File: src/mmm_pkg.sv
// ----------------------------------------------------------------------------
// mmm_pkg: shared types and constants of the matrix multiply unit
// Carries the element tap that moves along the cell chain, the controller
// states, the configuration register indexes and the saturation limits.
// ----------------------------------------------------------------------------
`default_nettype none

package mmm_pkg;

	// widths fixed by the element and configuration formats
	localparam int ELEM_W = 32;
	localparam int DIM_W  = 4;
	localparam int IDX_W  = 3;
	localparam int CFG_IW = 2;

	// configuration register indexes
	localparam logic [CFG_IW-1:0] CFG_ROWS_A    = 2'd0;
	localparam logic [CFG_IW-1:0] CFG_INNER_DIM = 2'd1;
	localparam logic [CFG_IW-1:0] CFG_COLS_B    = 2'd2;

	localparam logic [DIM_W-1:0] DIM_RESET = 4'd8;

	// saturation limits of a Q16.16 element
	localparam logic [ELEM_W-1:0] Q_MAX = 32'h7FFF_FFFF;
	localparam logic [ELEM_W-1:0] Q_MIN = 32'h8000_0000;

	// one A element travelling along the chain with its inner index
	typedef struct packed {
		logic              vld;
		logic              first;
		logic [IDX_W-1:0]  k;
		logic [ELEM_W-1:0] a;
	} tap_t;

	typedef enum logic [1:0] {
		ST_IDLE,
		ST_FEED,
		ST_DRAIN,
		ST_EMIT
	} state_t;

	// zero reads as one, anything above the limit as the limit
	function automatic logic [DIM_W-1:0] clamp_dim(input logic [DIM_W-1:0] v, input int maxd);
		logic [DIM_W-1:0] r;
		if (v == '0) begin
			r = DIM_W'(1);
		end else if (int'(v) > maxd) begin
			r = DIM_W'(maxd);
		end else begin
			r = v;
		end
		return r;
	endfunction

endpackage

`default_nettype wire

File: src/mmm_cell.sv
// ----------------------------------------------------------------------------
// mmm_cell: one multiply-accumulate cell of the chain
// Holds one column of B, multiplies the passing A element by the matching
// B entry and accumulates one product element exactly; forwards the A item.
// ----------------------------------------------------------------------------
`default_nettype none

module mmm_cell #(
	parameter int MAX_DIM = 8,
	parameter int ACC_W   = 67
) (
	input  wire logic                             clk,
	input  wire logic                             arst_n,
	input  wire mmm_pkg::tap_t                    tap_in,
	output mmm_pkg::tap_t                         tap_out,
	input  wire logic                             b_we,
	input  wire logic [mmm_pkg::IDX_W-1:0]        b_k,
	input  wire logic [mmm_pkg::ELEM_W-1:0]       b_data,
	output logic signed [ACC_W-1:0]               acc
);

	localparam int KW = (MAX_DIM > 1) ? $clog2(MAX_DIM) : 1;

	logic [mmm_pkg::ELEM_W-1:0] b_q [MAX_DIM];
	mmm_pkg::tap_t              tap_q;
	logic signed [2*mmm_pkg::ELEM_W-1:0] prod_s2;
	logic                       vld_s2;
	logic                       first_s2;
	logic signed [ACC_W-1:0]    acc_q;

	// column of B owned by this cell
	always_ff @(posedge clk) begin
		if (b_we) begin
			b_q[b_k[KW-1:0]] <= b_data;
		end
	end

	// hand the A item to the next cell
	always_ff @(posedge clk or negedge arst_n) begin
		if (!arst_n) begin
			tap_q <= '0;
		end else begin
			tap_q <= tap_in;
		end
	end

	// product stage
	always_ff @(posedge clk or negedge arst_n) begin
		if (!arst_n) begin
			vld_s2   <= 1'b0;
			first_s2 <= 1'b0;
		end else begin
			vld_s2   <= tap_in.vld;
			first_s2 <= tap_in.first;
		end
	end

	always_ff @(posedge clk) begin
		prod_s2 <= $signed(tap_in.a) * $signed(b_q[tap_in.k[KW-1:0]]);
	end

	// exact accumulation, restarted on the first term of a dot product
	always_ff @(posedge clk) begin
		if (vld_s2) begin
			if (first_s2) begin
				acc_q <= ACC_W'(prod_s2);
			end else begin
				acc_q <= acc_q + ACC_W'(prod_s2);
			end
		end
	end

	assign tap_out = tap_q;
	assign acc     = acc_q;

endmodule

`default_nettype wire

File: config.mk
export PLATFORM = sky130hd
export DESIGN_NAME = mmm_cell
export DESIGN_NICKNAME = d
export VERILOG_FILES = /design/src/mmm_pkg.sv /design/src/mmm_cell.sv
export SDC_FILE = /design/constraint.sdc
export NUM_CORES = 2
export LEC_CHECK = 0
export BUFFER_PORTS_ARGS = -buffer_cell sky130_fd_sc_hd__buf_2
export CAP_MARGIN = 0
export CORE_UTILIZATION = 24
export DETAILED_ROUTE_END_ITERATION = 8
export REMOVE_ABC_BUFFERS = 1
export SLEW_MARGIN = 20
export SYNTH_ARGS = -nofsm -noshare
export SYNTH_HDL_FRONTEND = slang
export SYNTH_SLANG_ARGS = --single-unit
export TNS_END_PERCENT = 30
File: constraint.sdc
create_clock -name clk -period 8.49 [get_ports clk]
set_clock_uncertainty 0.1 [all_clocks]
set_input_delay 1.2735 -clock clk [delete_from_list [all_inputs] [get_ports clk]]
set_output_delay 1.2735 -clock clk [all_outputs]
set_load 0.01 [all_outputs]
# After elaboration in Yosys (flattened, before gate mapping)
# Memories as Yosys holds them, arrays and structs flattened.
# Cells that the tools add are included.
# word_totals
register_bits	168
mem_bits_rw	256
in_bits	75
output_inout_bits	104
word_cells	12
mem_count	1
# classes
n_addsub	1
multipliers	1
muxes	3
# memory_table
name	depth	width	read_ports	rd_ports_with_merged_regs	wr	line	source
b_q	8	32	1	0	1	mmm_cell.sv:24	logic [mmm_pkg::ELEM_W-1:0] b_q [MAX_DIM];
# op_table
op	count
adder 67 x 64 -> 67 bit	1
2-to-1 mux 67 bit	1
multiplier 32 x 32 -> 64 bit	1
2-to-1 mux 1 bit	2

# Depth between registers and ports, before layout
# logic_depth
depth_word	2
depth_mapped	32
mapped_depth_nobuf	29

# Worst setup path after synthesis
# OpenSTA, ideal clock, no wires.
# synth_timing
path_kind	input-to-reg
startpoint	input tap_in[32] (netlist name)
endpoint	register prod_s2[63] (netlist name)
setup_ps	127
arrival_ps	10246
required_ps	8263
slack_ps	-1983
stages	32
path_buffers	4
path_cell_list	buf_2 -> buf_1 -> mux4_2 -> mux2_2 -> clkbuf_1 -> nand2_1 -> inv_1 -> fa_1 -> inv_1 -> fa_1 -> fa_1 -> inv_1 -> fa_1 -> inv_1 -> fa_1 -> inv_1 -> fa_1 -> inv_1 -> fa_1 -> inv_1 -> fa_1 -> ha_1 -> clkbuf_1 -> a21o_1 -> a21o_1 -> a21o_1 -> a21oi_1 -> o31ai_4 -> o31ai_2 -> or3_1 -> a21oi_1 -> or3_1
# synth_between
elab_chain_len	2
# synth_rtl
element	line	source
from (decl)	mmm_cell.sv:14	input wire mmm_pkg::tap_t tap_in,
memory (8 x 32 bit)	n/a	
multiplier 32 x 32 -> 64 bit	mmm_cell.sv:59	prod_s2 <= $signed(tap_in.a) * $signed(b_q[tap_in.k[KW-1:0]]);
to (signal assigned)	mmm_cell.sv:59	
to (decl)	mmm_cell.sv:26	logic signed [2*mmm_pkg::ELEM_W-1:0] prod_s2;
# Every way passes these cells.
# A chain may end at the register's enable or synchronous reset.

# Worst setup path after layout
# Ends and elaborated chain as after synthesis.

==> results.md <==
* Fmax at 0.1089 GHz
* Critical path type: input pin to flip-flop
* Critical Path Start Type: input pin
* Flop-to-flop setup slack at -100 ps
* Fraction of layout cells with a size suffix above 1 at 20.70%
* DP HPWL at 128900 um
* Mapped cell area at 0.05456 sq mm
* Register area share after synthesis at 21.82%
* Final Hold Violating Endpoints at 0
* Die height at 478.8 um
* Max-cap viol count at 0
* Setup TNS at -7152 ps
* Vias per std cell at around 4.3
* Dpl ws at -1870 ps
* #FFs+latches synth at 424
* Buffers on Ports at around 180
* CP endpoint kind: flip-flop
* Skew-Pair Late Insertion Delay at 680 ps
* Ratio of final minimum period to clock period at 108.1%
* Max incr delay on CP at slightly below 600 ps
* Slowest cell on crit path: fa_1
* Die ar. at 0.2292 sq mm
* Netlist cell types at 79
* DIE WIDTH at approximately 480 um
* Syn Area/Cell at 10.61 sq um
* Largest area contributor in the netlist: fa_1
* FP Rows at 174
* CTS tree: done
* Total track usage at 14.10%
* Setup Viol. Count Final at 27
* Placed Cells at 8587
* Post-synth top flop: edfxtp_1
* DRC Markers at 0
* Yosys top cell area share at between 30% and 40%
* Via count at 38133
* Rel. slew slack at 34.24%
* Final wirelength at 159300 um
* Arr. time, crit path at 9580 ps
* Post-synth ARST share at 8.726%
* Most used cell, CP: fa_1
* Largest net degree at the start of global routing at 68
* Fin crit period at 9179 ps
* Total CTS buffers at 50
* Fillers at 23092
* Antenna-violating nets left at 0
* Post-Syn Instances at 5140
* Final Max Slew Viols at 0
* Clock Pin Slew Worst Setup and Hold Paths at 60 ps
* GRT overflow at 0
* First-pass GRT wire length at 250300 um
* Critical Path RT at roughly 8900 ps
* Failing checks: negative setup slack
* IO Count at about 180
* Initial Utilization at between 20% and 30%
* Core Area at 0.2253 sq mm
* H-tree levels at 2
* Vias in the first global route at 42105
* GPL Wtd Cong at 0.8995
* Sequential cell area at 0.01191 sq mm
* Largest cells by area after synthesis: fa_1 40%, edfxtp_1 18%, inv_1 6.9%, ha_1 5.7%, nand2_1 4.1%
* Antenna violations before repair at 25
* Post-synth EDFFs at 323
* Final nets at ~7100
* Sink Count at 424
* Area Overhead vs Synth at 22.98%
* Worst slew pin tran at 980.5 ps
* Layout Cells excl Fill at 8774
* Clk root buf: clkbuf_16
* 1st-iter DRT viols at 2626
* Crit Path Max Fanout at 14
* Final setup margin at -689.2 ps
* Outcome: complete, but fails checks
* DRT Pass-1 Iters at 5
* Maximum clock insertion buffer count at 3
* Yosys warnings at 0
* WL per Instance at 18.16 um
* Unrepaired setup endpoints after global routing: yes
* Hold Path Class: flip-flop to flip-flop
* Footprint of the multi-input gates at just under 0.04 sq mm
* Final Util at between 20 and 30%
## logic make-up after synthesis
kind of cell / count (synthesis) / share of synthesized area [%]
AO/OA/AOI/OAI: 492 / 5.710
XOR/XNOR: 128 / 2.055
adder cells (fa/ha/maj): 1333 / 45.47
buffers and inverters: 1269 / 8.790
flip-flops: 424 / 21.82
multiplexers: 102 / 3.389
AND/OR/NAND/NOR: 1392 / 12.76
## layout by cell type (no fill, tap or decap), drive strengths merged, types with 64 or more instances in the layout
cell type / synthesis / final
a21o: 68 / 68
a21oi: 155 / 155
and2: 236 / 236
buf: 31 / 804
dfxtp: 64 / 64
edfxtp: 323 / 323
fa: 1083 / 1083
ha: 250 / 250
inv: 1006 / 1015
mux4: 64 / 64
nand2: 602 / 602
nor2: 94 / 94
nor2b: 306 / 306
o21ai: 128 / 128
xnor2: 84 / 84
## critical path: cells and delay by family
| kind | cells | cell delay (ps) |
|---|---|---|
| adder cells (fa/ha/maj) | 9 | 4370 |
| AO/OA/AOI/OAI | 7 | 1060 |
| buffers and inverters | 8 | 1010 |
| AND/OR/NAND/NOR | 4 | 1000 |
| multiplexers | 2 | 820 |
## final cells by class
cell class	count	area share (%)
Clock inverter	35	0.4531
Timing Repair Buffer	807	10.45
Inverter	1007	5.633
Sequential cell	424	17.76
Multi-Input combinational cell	3448	58.19
Tap cell	2992	5.579
Antenna cell	3	0.01119
Clock buffer	58	1.924
## state kept, by name, indices dropped and copies added (netlist names)
signal	count
b_q	256
acc	67
prod_s2	64
first_s2	1
tap_out	35
vld_s2	1
## cell usage after synthesis (all sizes together) (4+ instances only)
cell,n
a31oi,13
ha,250
a211oi,13
o2111ai,4
nand4,32
mux2,22
fa,1083
edfxtp,323
o21a,14
nor2,94
buf,31
a311oi,4
nand3,21
o31ai,14
o21ai,128
and3,9
o211ai,12
dfrtp,37
nor2b,306
nand2b,43
mux2i,16
xor2,44
dfxtp,64
or2,8
a21o,68
nor4,7
nand2,602
xnor2,84
o21bai,26
nor3,19
or3,6
inv,1006
a21oi,155
and2,236
mux4,64
clkbuf,231
## path summary, 6_finish.rpt
| check | cells past startpoint | to | from |
|---|---|---|---|
| min in group asynchronous | 2 | vld_s2 | arst_n |
| min | 2 | acc[26] | prod_s2[26] |
| max reg2reg | 28 | prod_s2[63] | b_q[3][21] |
| max in group asynchronous | 2 | first_s2 | arst_n |
| min reg2reg | 2 | acc[26] | prod_s2[26] |
| max | 30 | prod_s2[63] | tap_in[32] |
## metrics by stage
stage | hold slack (ps) | cell area [sq um]
6_report | 440.9 | 67100
4_1_cts | 445.7 | 66480
3_5_place_dp | 428.3 | 63270
5_1_grt | 481.6 | 67100
2_1_floorplan | 409.3 | 53550
3_3_place_gp | 429.5 | 63270
## what timing repair did
item / 4_1_cts / 5_1_grt
cloned: 4 / 2
hold buffers: 0 / 0
buffers inserted: 64 / 22
setup endpoints to repair: 37 / 36
gates resized for setup: 202 / 110
pin swaps: 144 / 115
## layer usage
metal	up-vias	global-route usage [%]	part of all wire, %	routed length (um)
met5	-	0	0.13	208
met4	28	3.278	2.4	3805
met3	214	3.036	7.2	11460
met2	1103	23.36	47	74610
met1	19716	18.69	43	69230
li1	17072	-	-	-
Power is not shown: default switching activity piles up to over one toggle a cycle in this logic, so the estimate is an artifact.
