**src/mmm_pkg.sv**
```systemverilog
// ----------------------------------------------------------------------------
// mmm_pkg: shared types and constants of the matrix multiply unit
// Carries the element tap that moves along the cell chain, the controller
// states, the configuration register indexes and the saturation limits.
// ----------------------------------------------------------------------------
`default_nettype none

package mmm_pkg;

	// widths fixed by the element and configuration formats
	localparam int ELEM_W = 32;
	localparam int DIM_W  = 4;
	localparam int IDX_W  = 3;
	localparam int CFG_IW = 2;

	// configuration register indexes
	localparam logic [CFG_IW-1:0] CFG_ROWS_A    = 2'd0;
	localparam logic [CFG_IW-1:0] CFG_INNER_DIM = 2'd1;
	localparam logic [CFG_IW-1:0] CFG_COLS_B    = 2'd2;

	localparam logic [DIM_W-1:0] DIM_RESET = 4'd8;

	// saturation limits of a Q16.16 element
	localparam logic [ELEM_W-1:0] Q_MAX = 32'h7FFF_FFFF;
	localparam logic [ELEM_W-1:0] Q_MIN = 32'h8000_0000;

	// one A element travelling along the chain with its inner index
	typedef struct packed {
		logic              vld;
		logic              first;
		logic [IDX_W-1:0]  k;
		logic [ELEM_W-1:0] a;
	} tap_t;

	typedef enum logic [1:0] {
		ST_IDLE,
		ST_FEED,
		ST_DRAIN,
		ST_EMIT
	} state_t;

	// zero reads as one, anything above the limit as the limit
	function automatic logic [DIM_W-1:0] clamp_dim(input logic [DIM_W-1:0] v, input int maxd);
		logic [DIM_W-1:0] r;
		if (v == '0) begin
			r = DIM_W'(1);
		end else if (int'(v) > maxd) begin
			r = DIM_W'(maxd);
		end else begin
			r = v;
		end
		return r;
	endfunction

endpackage

`default_nettype wire

```
**src/mmm_round.sv**
```systemverilog
// ----------------------------------------------------------------------------
// mmm_round: fixed-point scaling and saturation of a dot product
// Shifts the wide sum right arithmetically by the fraction width and clamps
// it to the 32-bit element range, flagging any clamp.
// ----------------------------------------------------------------------------
`default_nettype none

module mmm_round #(
	parameter int ACC_W     = 67,
	parameter int FRAC_BITS = 16
) (
	input  wire logic signed [ACC_W-1:0]          acc,
	output logic [mmm_pkg::ELEM_W-1:0]            product,
	output logic                                  saturated
);

	logic signed [ACC_W-1:0] shifted;
	logic [ACC_W-mmm_pkg::ELEM_W:0] top;
	logic fits;

	// floor shift, then check that the upper bits are all sign copies
	always_comb begin
		shifted   = acc >>> FRAC_BITS;
		top       = shifted[ACC_W-1:mmm_pkg::ELEM_W-1];
		fits      = (&top) || (~|top);
		saturated = !fits;
		if (fits) begin
			product = shifted[mmm_pkg::ELEM_W-1:0];
		end else if (acc[ACC_W-1]) begin
			product = mmm_pkg::Q_MIN;
		end else begin
			product = mmm_pkg::Q_MAX;
		end
	end

endmodule

`default_nettype wire
```
**config.mk**
```make
export PLATFORM = sky130hd
export DESIGN_NAME = mmm_round
export DESIGN_NICKNAME = d
export VERILOG_FILES = /design/src/mmm_pkg.sv /design/src/mmm_round.sv
export SDC_FILE = /design/constraint.sdc
export NUM_CORES = 1
export LEC_CHECK = 0
export ABC_AREA = 1
export ABC_CLOCK_PERIOD_IN_PS = 1200
export BUFFER_PORTS_ARGS = -buffer_cell sky130_fd_sc_hd__buf_2
export CAP_MARGIN = 20
export CORE_MARGIN = 3
export CORE_UTILIZATION = 23
export DETAILED_ROUTE_END_ITERATION = 10
export GPL_TIMING_DRIVEN = 0
export PLACE_DENSITY_LB_ADDON = 0.3
export SLEW_MARGIN = 20
export SYNTH_ARGS = -nofsm -noshare
export SYNTH_HDL_FRONTEND = slang
export SYNTH_SLANG_ARGS = --single-unit
```
**constraint.sdc**
```tcl
create_clock -name vclk -period 1.2
set_clock_uncertainty 0.05 [all_clocks]
set_input_delay 0.24 -clock vclk [all_inputs]
set_output_delay 0.24 -clock vclk [all_outputs]
set_load 0.01 [all_outputs]
```
# After elaboration in Yosys (flattened, before gate mapping)
# Cells that the tools add are included.
# W data, S select, Z words.
[classes]
n_mux = 2
n_reduce_logical = 5
[ops]
columns = ["cell", "n"]
rows = [
  ["$mux W32", 2],
  ["$reduce_and A20 Y1", 1],
  ["$reduce_or A20 Y1", 1],
  ["$logic_not A1 Y1", 2],
  ["$logic_or A1 B1 Y1", 1],
]
[word_totals]
wordCells = 7
inputBits = 67
ff_bits = 0

# Longest topological paths before layout
# Gate-level depths: netlist (run 1).
[depth]
ltp_word = 4
depth_mapped = 9
ltp_nobuf = 8

# Least setup slack after synthesis (run 1)
# OpenSTA, ideal clock, no wires.
[synth_timing]
path_type = "input-to-output"
from = "in acc[50]"
to = "out product[22] (netlist bit)"
arrival_time_ns = 1.058
n_path_buf = 1
t_required_ns = 0.910
cell_stages = 7
setup_slack_ns = -0.148
path_cell_list = "or2_1 > nor2_1 > nand3_2 > nand2_4 > buf_6 > nand2_1 > nand2_1"
[synth_between]
elab_chain_len = 4
elab_cells_between_ends = 5
[synth_rtl]
columns = ["item", "line", "rtl"]
rows = [
  ["start: declaration", "mmm_round.sv:12", "input wire logic signed [ACC_W-1:0] acc,"],
  ["$reduce_or A20 Y1", "mmm_round.sv:25", "fits = (&top) || (~|top);"],
  ["$logic_not A1 Y1", "mmm_round.sv:25", ""],
  ["$logic_or A1 B1 Y1 (*)", "mmm_round.sv:25", ""],
  ["$mux W32 (*)", "mmm_round.sv:27", "if (fits) begin"],
  ["end: declaration", "mmm_round.sv:13", "output logic [mmm_pkg::ELEM_W-1:0] product,"],
]
# Every way passes the cells marked *; elsewhere a longest branch is shown, timed or not.

# Final worst setup path (run 1)
[layout_timing]
from = "in acc[49]"
to = "out product[22] (netlist bit)"
# Same word-level chain as after synthesis.

==> results.toml, run 1 <==
[place]
place.port_buffers = 84
hpwl_mm = 1.698
placed_cells = 213
postPlaceCellArea_um2 = 938.4
pre_cts_slack_ps = -430.4
gp_congestion = 0.6482

[finish]
nets = 262
stdcell_area_mm2 = 0.001136
nFlopsAndLatches = 0
n_antenna_cell = 0
seqCellArea_um2 = 0
final_common_cell = "buf_2"
drive_gt1_share_pct = 70.98
area_growth_pct = 138.3
fillers = 184
layout_common_cells = "buf_2 (75), nand2_1 (39), nand2_2 (33)"
layout.cells.non_filler = 218
final_util_pct = 61.77
multi_input_area_um2 = 491.7
final.clkbuf_count = 0

[detailed_routing]
drt_iter0_markers = 7
totalWireLength_mm = 2.203
vias = 939
drtAntennaViolNets = 0
drc = 0
viasPerCell = 4.307
dr.pass1.iters = 5
wl_per_cell_um = 10.11

[floorplan]
die_area_mm2 = 0.002655
die_x_um = 51.53
initial_core_util_pct = 25.92
rows = 15
core_area_mm2 = 0.001839
dieHeight_um = 51.53
io_pins = 100

[global_routing]
grt_remaining_overflow = 0
grt_pass1_vias = 908
grt_max_degree = 11
antenna_found_initial = 0
grt_pass1_wl_mm = 3.484
grt.total_usage_pct = 15.65

[worst_setup_path]
worstPathRequired_ps = 910
endpoint_kind = "output pin"
critPathLaunchType = "input port"
crit_arrival_ps = 1300
path_max_fanout = 8
crit_type = "in2out"

[logic_synthesis]
synth_cells = 104
synth_cell_types = 11
ys_seq_area_share_pct = 0
ys_warn_count = 0
syn_area_um2 = 476.7
synth.avg_cell_area_um2 = 4.584
synth_nets = 171

[sta]
fin_setup_tns_ps = -11870
whs_ps = 701.0
setup_viol = 32
rsz0062_at_grt = "true"
layout_min_cycle_time_ps = 1592
slew_viol_final = 0
clock.fmax_ghz = 0.6283
slew_headroom_pct = 90.02
worst_slack_ps = -391.5
worst_slew_pin_slew_ps = 149.1
hold_viol_final = 0
finalCritPeriodShare_pct = 132.6

[power_and_ir_drop]
ir_drop_uv = 122.3
finalPower_mw = 0.2846
cellLeakagePower_nw = 0.6419
power_density_mw_per_mm2 = 250.5

[outcome]
outcome = "complete, but fails checks"
violations = "negative setup slack"

[job]
drv_cap = 0

[min_path]
holdCritPathClass = "in2out"
[area by class of cell]
| class | count | area share, % |
|---|---|---|
| tap | 25 | 2.753 |
| multi-input combinational | 95 | 43.28 |
| inverter | 2 | 0.6608 |
| buffer | 7 | 7.048 |
| timing repair buffer | 89 | 46.26 |
[kinds of logic (layout without fill, tap and decap cells)]
| kind of cell | after synthesis | count (layout) | synth area share [%] |
|---|---|---|---|
| buf+inv | 9 | 98 | 17.85 |
| simple gates | 95 | 95 | 82.15 |
[synth_stat cells (all sizes together)]
library cell | number | area share [%]
buf | 6 | 14
nand4 | 3 | 3.9
nand3 | 2 | 4.2
nor2 | 15 | 12
dlygate4sd3 | 1 | 2.1
or2 | 2 | 2.6
inv | 2 | 1.6
nand2 | 73 | 59
[routing by layer]
| metal | routed length, µm | global-route usage (%) | vias up |
|---|---|---|---|
| met4 | 0 | 0.4367 | 0 |
| met1 | 755 | 15.28 | 403 |
| li1 | - | - | 490 |
| met3 | 226 | 2.006 | 0 |
| met2 | 1222 | 34.96 | 46 |
| met5 | 0 | 0 | - |
[power breakdown]
group          internal (mW)  switching [mW]  total (mW)
Combinational          0.152           0.133       0.285
Clock                      0               0           0
Sequential                 0               0           0
[critical path, stage by stage]
cell and delay, ps:
buf_6 90, or2_1 210, nor2_1 110, nand3_2 130, nand2_4 160, buf_6 140, nand2_2 40, nand2_1 50
buf_2 120
[final timing paths]
check | from | to | cells after the start
setup / recovery | acc[49] | product[22] | 9
hold / removal | acc[44] | product[28] | 4
[timing repair]
action | in CTS | in global routing
hold buffers | 0 | 0
gates cloned | 4 | 0
gates resized for setup | 38 | 14
buffers inserted | 1 | 0
setup endpoints to repair | 33 | 33
pin swaps | 10 | 7
Note: power is estimated with default switching activity, not from simulation.
==> run 2: changes to the inputs <==
--- a/config.mk
+++ b/config.mk
@@ -5,12 +5,11 @@
 export SDC_FILE = /design/constraint.sdc
 export NUM_CORES = 1
 export LEC_CHECK = 0
-export ABC_AREA = 1
 export ABC_CLOCK_PERIOD_IN_PS = 1200
 export BUFFER_PORTS_ARGS = -buffer_cell sky130_fd_sc_hd__buf_2
 export CAP_MARGIN = 20
 export CORE_MARGIN = 3
-export CORE_UTILIZATION = 23
+export CORE_UTILIZATION = 21
 export DETAILED_ROUTE_END_ITERATION = 10
 export GPL_TIMING_DRIVEN = 0
 export PLACE_DENSITY_LB_ADDON = 0.3
==> results.toml, run 2 <==
[outcome]
outcome = "complete, but fails checks"
violations = "negative setup slack"

[power_and_ir_drop]
p_int_mw = 0.1799
p_sw_share_pct = 41.38
combPwrFrac_pct = 100.0
pwr-share-clk_pct = 0
power_density_mw_per_mm2 = 278.1
cellLeakagePower_nw = 0.6745
ir_drop_uv = 118.5
p_switching_mw = 0.1270
seqPwrFrac_pct = 0

[sta]
slew_viol_final = 0
hold_viol_final = 0
setup_viol = 32
slew_headroom_pct = 81.17
rsz0062_at_grt = "true"
finalCritPeriodShare_pct = 154.3
layout_min_cycle_time_ps = 1852
fin_setup_tns_ps = -19990
clock.fmax_ghz = 0.5400
worst_slew_pin_slew_ps = 280.1
worst_slack_ps = -652.0

[place]
place.port_buffers = 84
hpwl_mm = 1.554
placed_cells = 163
gp_congestion = 0.7383

[logic_synthesis]
synth.largest_area_cell = "a21o_1"
yosys-mux-area-fraction_pct = 0
syn_area_um2 = 407.9
synth_cell_types = 12
ys_warn_count = 0
synth.avg_cell_area_um2 = 7.554
ys_seq_area_share_pct = 0
synth_compound_area_share_pct = 66.87
synthDominantCellAreaShare_pct = 53.37
synth_nets = 121
synth.area.top_cells = "a21o_1 (53%), buf_6 (8.3%), nand4_1 (7.7%)"
yosysMostFrequentCell = "a21o_1"
synth_xor_area_share_pct = 0
synth_top_family_by_area = "compound AO/OA/AOI/OAI gates"
synth-simple-area-share_pct = 20.25
synth_cells = 54
synthAdderAreaFrac_pct = 0
synthTopCellsByCount = "a21o_1 (29), nand4_1 (5), nor4_1 (5), clkbuf_1 (4), buf_6 (3)"

[worst_setup_path]
slowest_delay_ps = 400
critPathLaunchType = "input port"
crit_type = "in2out"
path_cells = "buf_6 -> nand4_1 -> or3_4 -> o32ai_4 -> buf_12 -> buf_8 -> a21o_1 -> buf_2"
critPathBufInv = 4
slowest_stage = "or3_4"
path_max_fanout = 10
endpoint_kind = "output pin"
worstPathRequired_ps = 910
crit_arrival_ps = 1560
cp_top_family = "simple AND/OR/NAND/NOR gates"

[detailed_routing]
wl_per_cell_um = 11.92
drtAntennaViolNets = 0
dr.pass1.iters = 4
viasPerCell = 4.665
vias = 779
totalWireLength_mm = 1.991
drc = 0
drt_iter0_markers = 1

[global_routing]
grt_pass1_vias = 706
grt.total_usage_pct = 14.49
antenna_found_initial = 0
grt_pass1_wl_mm = 3.022
grt_max_degree = 11
grt_remaining_overflow = 0

[floorplan]
dieHeight_um = 50.07
io_pins = 100
core_area_mm2 = 0.001783
die_x_um = 50.07
initial_core_util_pct = 22.88
die_area_mm2 = 0.002507
rows = 15

[finish]
nets = 211
layout.cells.non_filler = 167
final_common_cell = "buf_2"
seqCellArea_um2 = 0
drive_gt1_share_pct = 73.94
layout_common_cells = "buf_2 (70), a21o_1 (29), buf_6 (16)"
fillers = 158
n_antenna_cell = 0
area_growth_pct = 170.6
final.clkbuf_count = 0
nFlopsAndLatches = 0

[min_path]
holdCritPathClass = "in2out"

[job]
drv_cap = 0
-- run 2: cell types whose count changed in the layout (fill, tap and decap cells not counted), sizes merged, moves of 2 or more --
cell	previous run	this run
or2	2	0
nand4	3	5
a21o	0	31
nand2	73	1
clkbuf	0	3
buf	95	92
nor2	15	0
nor4	0	5
-- run 2: kinds of logic after synthesis --
logic type / after synthesis
simple gates: 13
buf+inv: 8
compound gates: 33
-- run 2: area by class of cell --
| class | instances | area (µm²) | area share (%) |
|---|---|---|---|
| repair buffers | 88 | 574.3 | 52.04 |
| multi-input cells | 46 | 415.4 | 37.64 |
| plain buffers | 7 | 78.83 | 7.143 |
| well taps | 25 | 31.28 | 2.834 |
| inverters | 1 | 3.754 | 0.3401 |
-- run 2: layer usage --
metal	wire (µm)	GRT usage, %
met1	674	14.87
met2	1079	30.00
met3	237	3.021
met4	0	0.9217
met5	0	0
-- run 2: what timing repair did --
item	in CTS	in global routing
resized for setup	18	12
setup buffers	1	1
hold buffers	0	0
gates cloned	1	1
endpoints found under the hold margin	0	0
pin swaps	2	2
setup endpoints to repair	32	32
-- run 2: through the flow --
| stage | utilization [%] | hold slack (ps) | area (µm²) | worst slack (ps) | total power, mW |
|---|---|---|---|---|---|
| floorplan | - | 531.5 | 442.9 | -425.9 | 0.1036 |
| global placement | 50.18 | 710.4 | 894.6 | -677.1 | 0.2486 |
| detailed placement | 50.18 | 710.8 | 894.6 | -735.8 | 0.2534 |
| CTS | 56.77 | 706.9 | 1012 | -649.5 | 0.2807 |
| global route | 61.89 | 720.0 | 1104 | -749.4 | 0.3312 |
| finish | 61.89 | 708.0 | 1104 | -652.0 | 0.3069 |
-- run 2: path summary, 6_finish.rpt --
kind | startpoint | endpoint | slack [ps] | cells after the start
min | acc[17] | product[1] | 710 | 3
max | acc[47] | product[6] | -650 | 8
-- run 2: power by group through the flow --
| stage | registers (mW) | logic (mW) | clock network, mW |
|---|---|---|---|
| after floorplan | 0 | 0.104 | 0 |
| after global placement | 0 | 0.249 | 0 |
| after detailed placement | 0 | 0.253 | 0 |
| after CTS | 0 | 0.281 | 0 |
| after global routing | 0 | 0.331 | 0 |
| final | 0 | 0.307 | 0 |
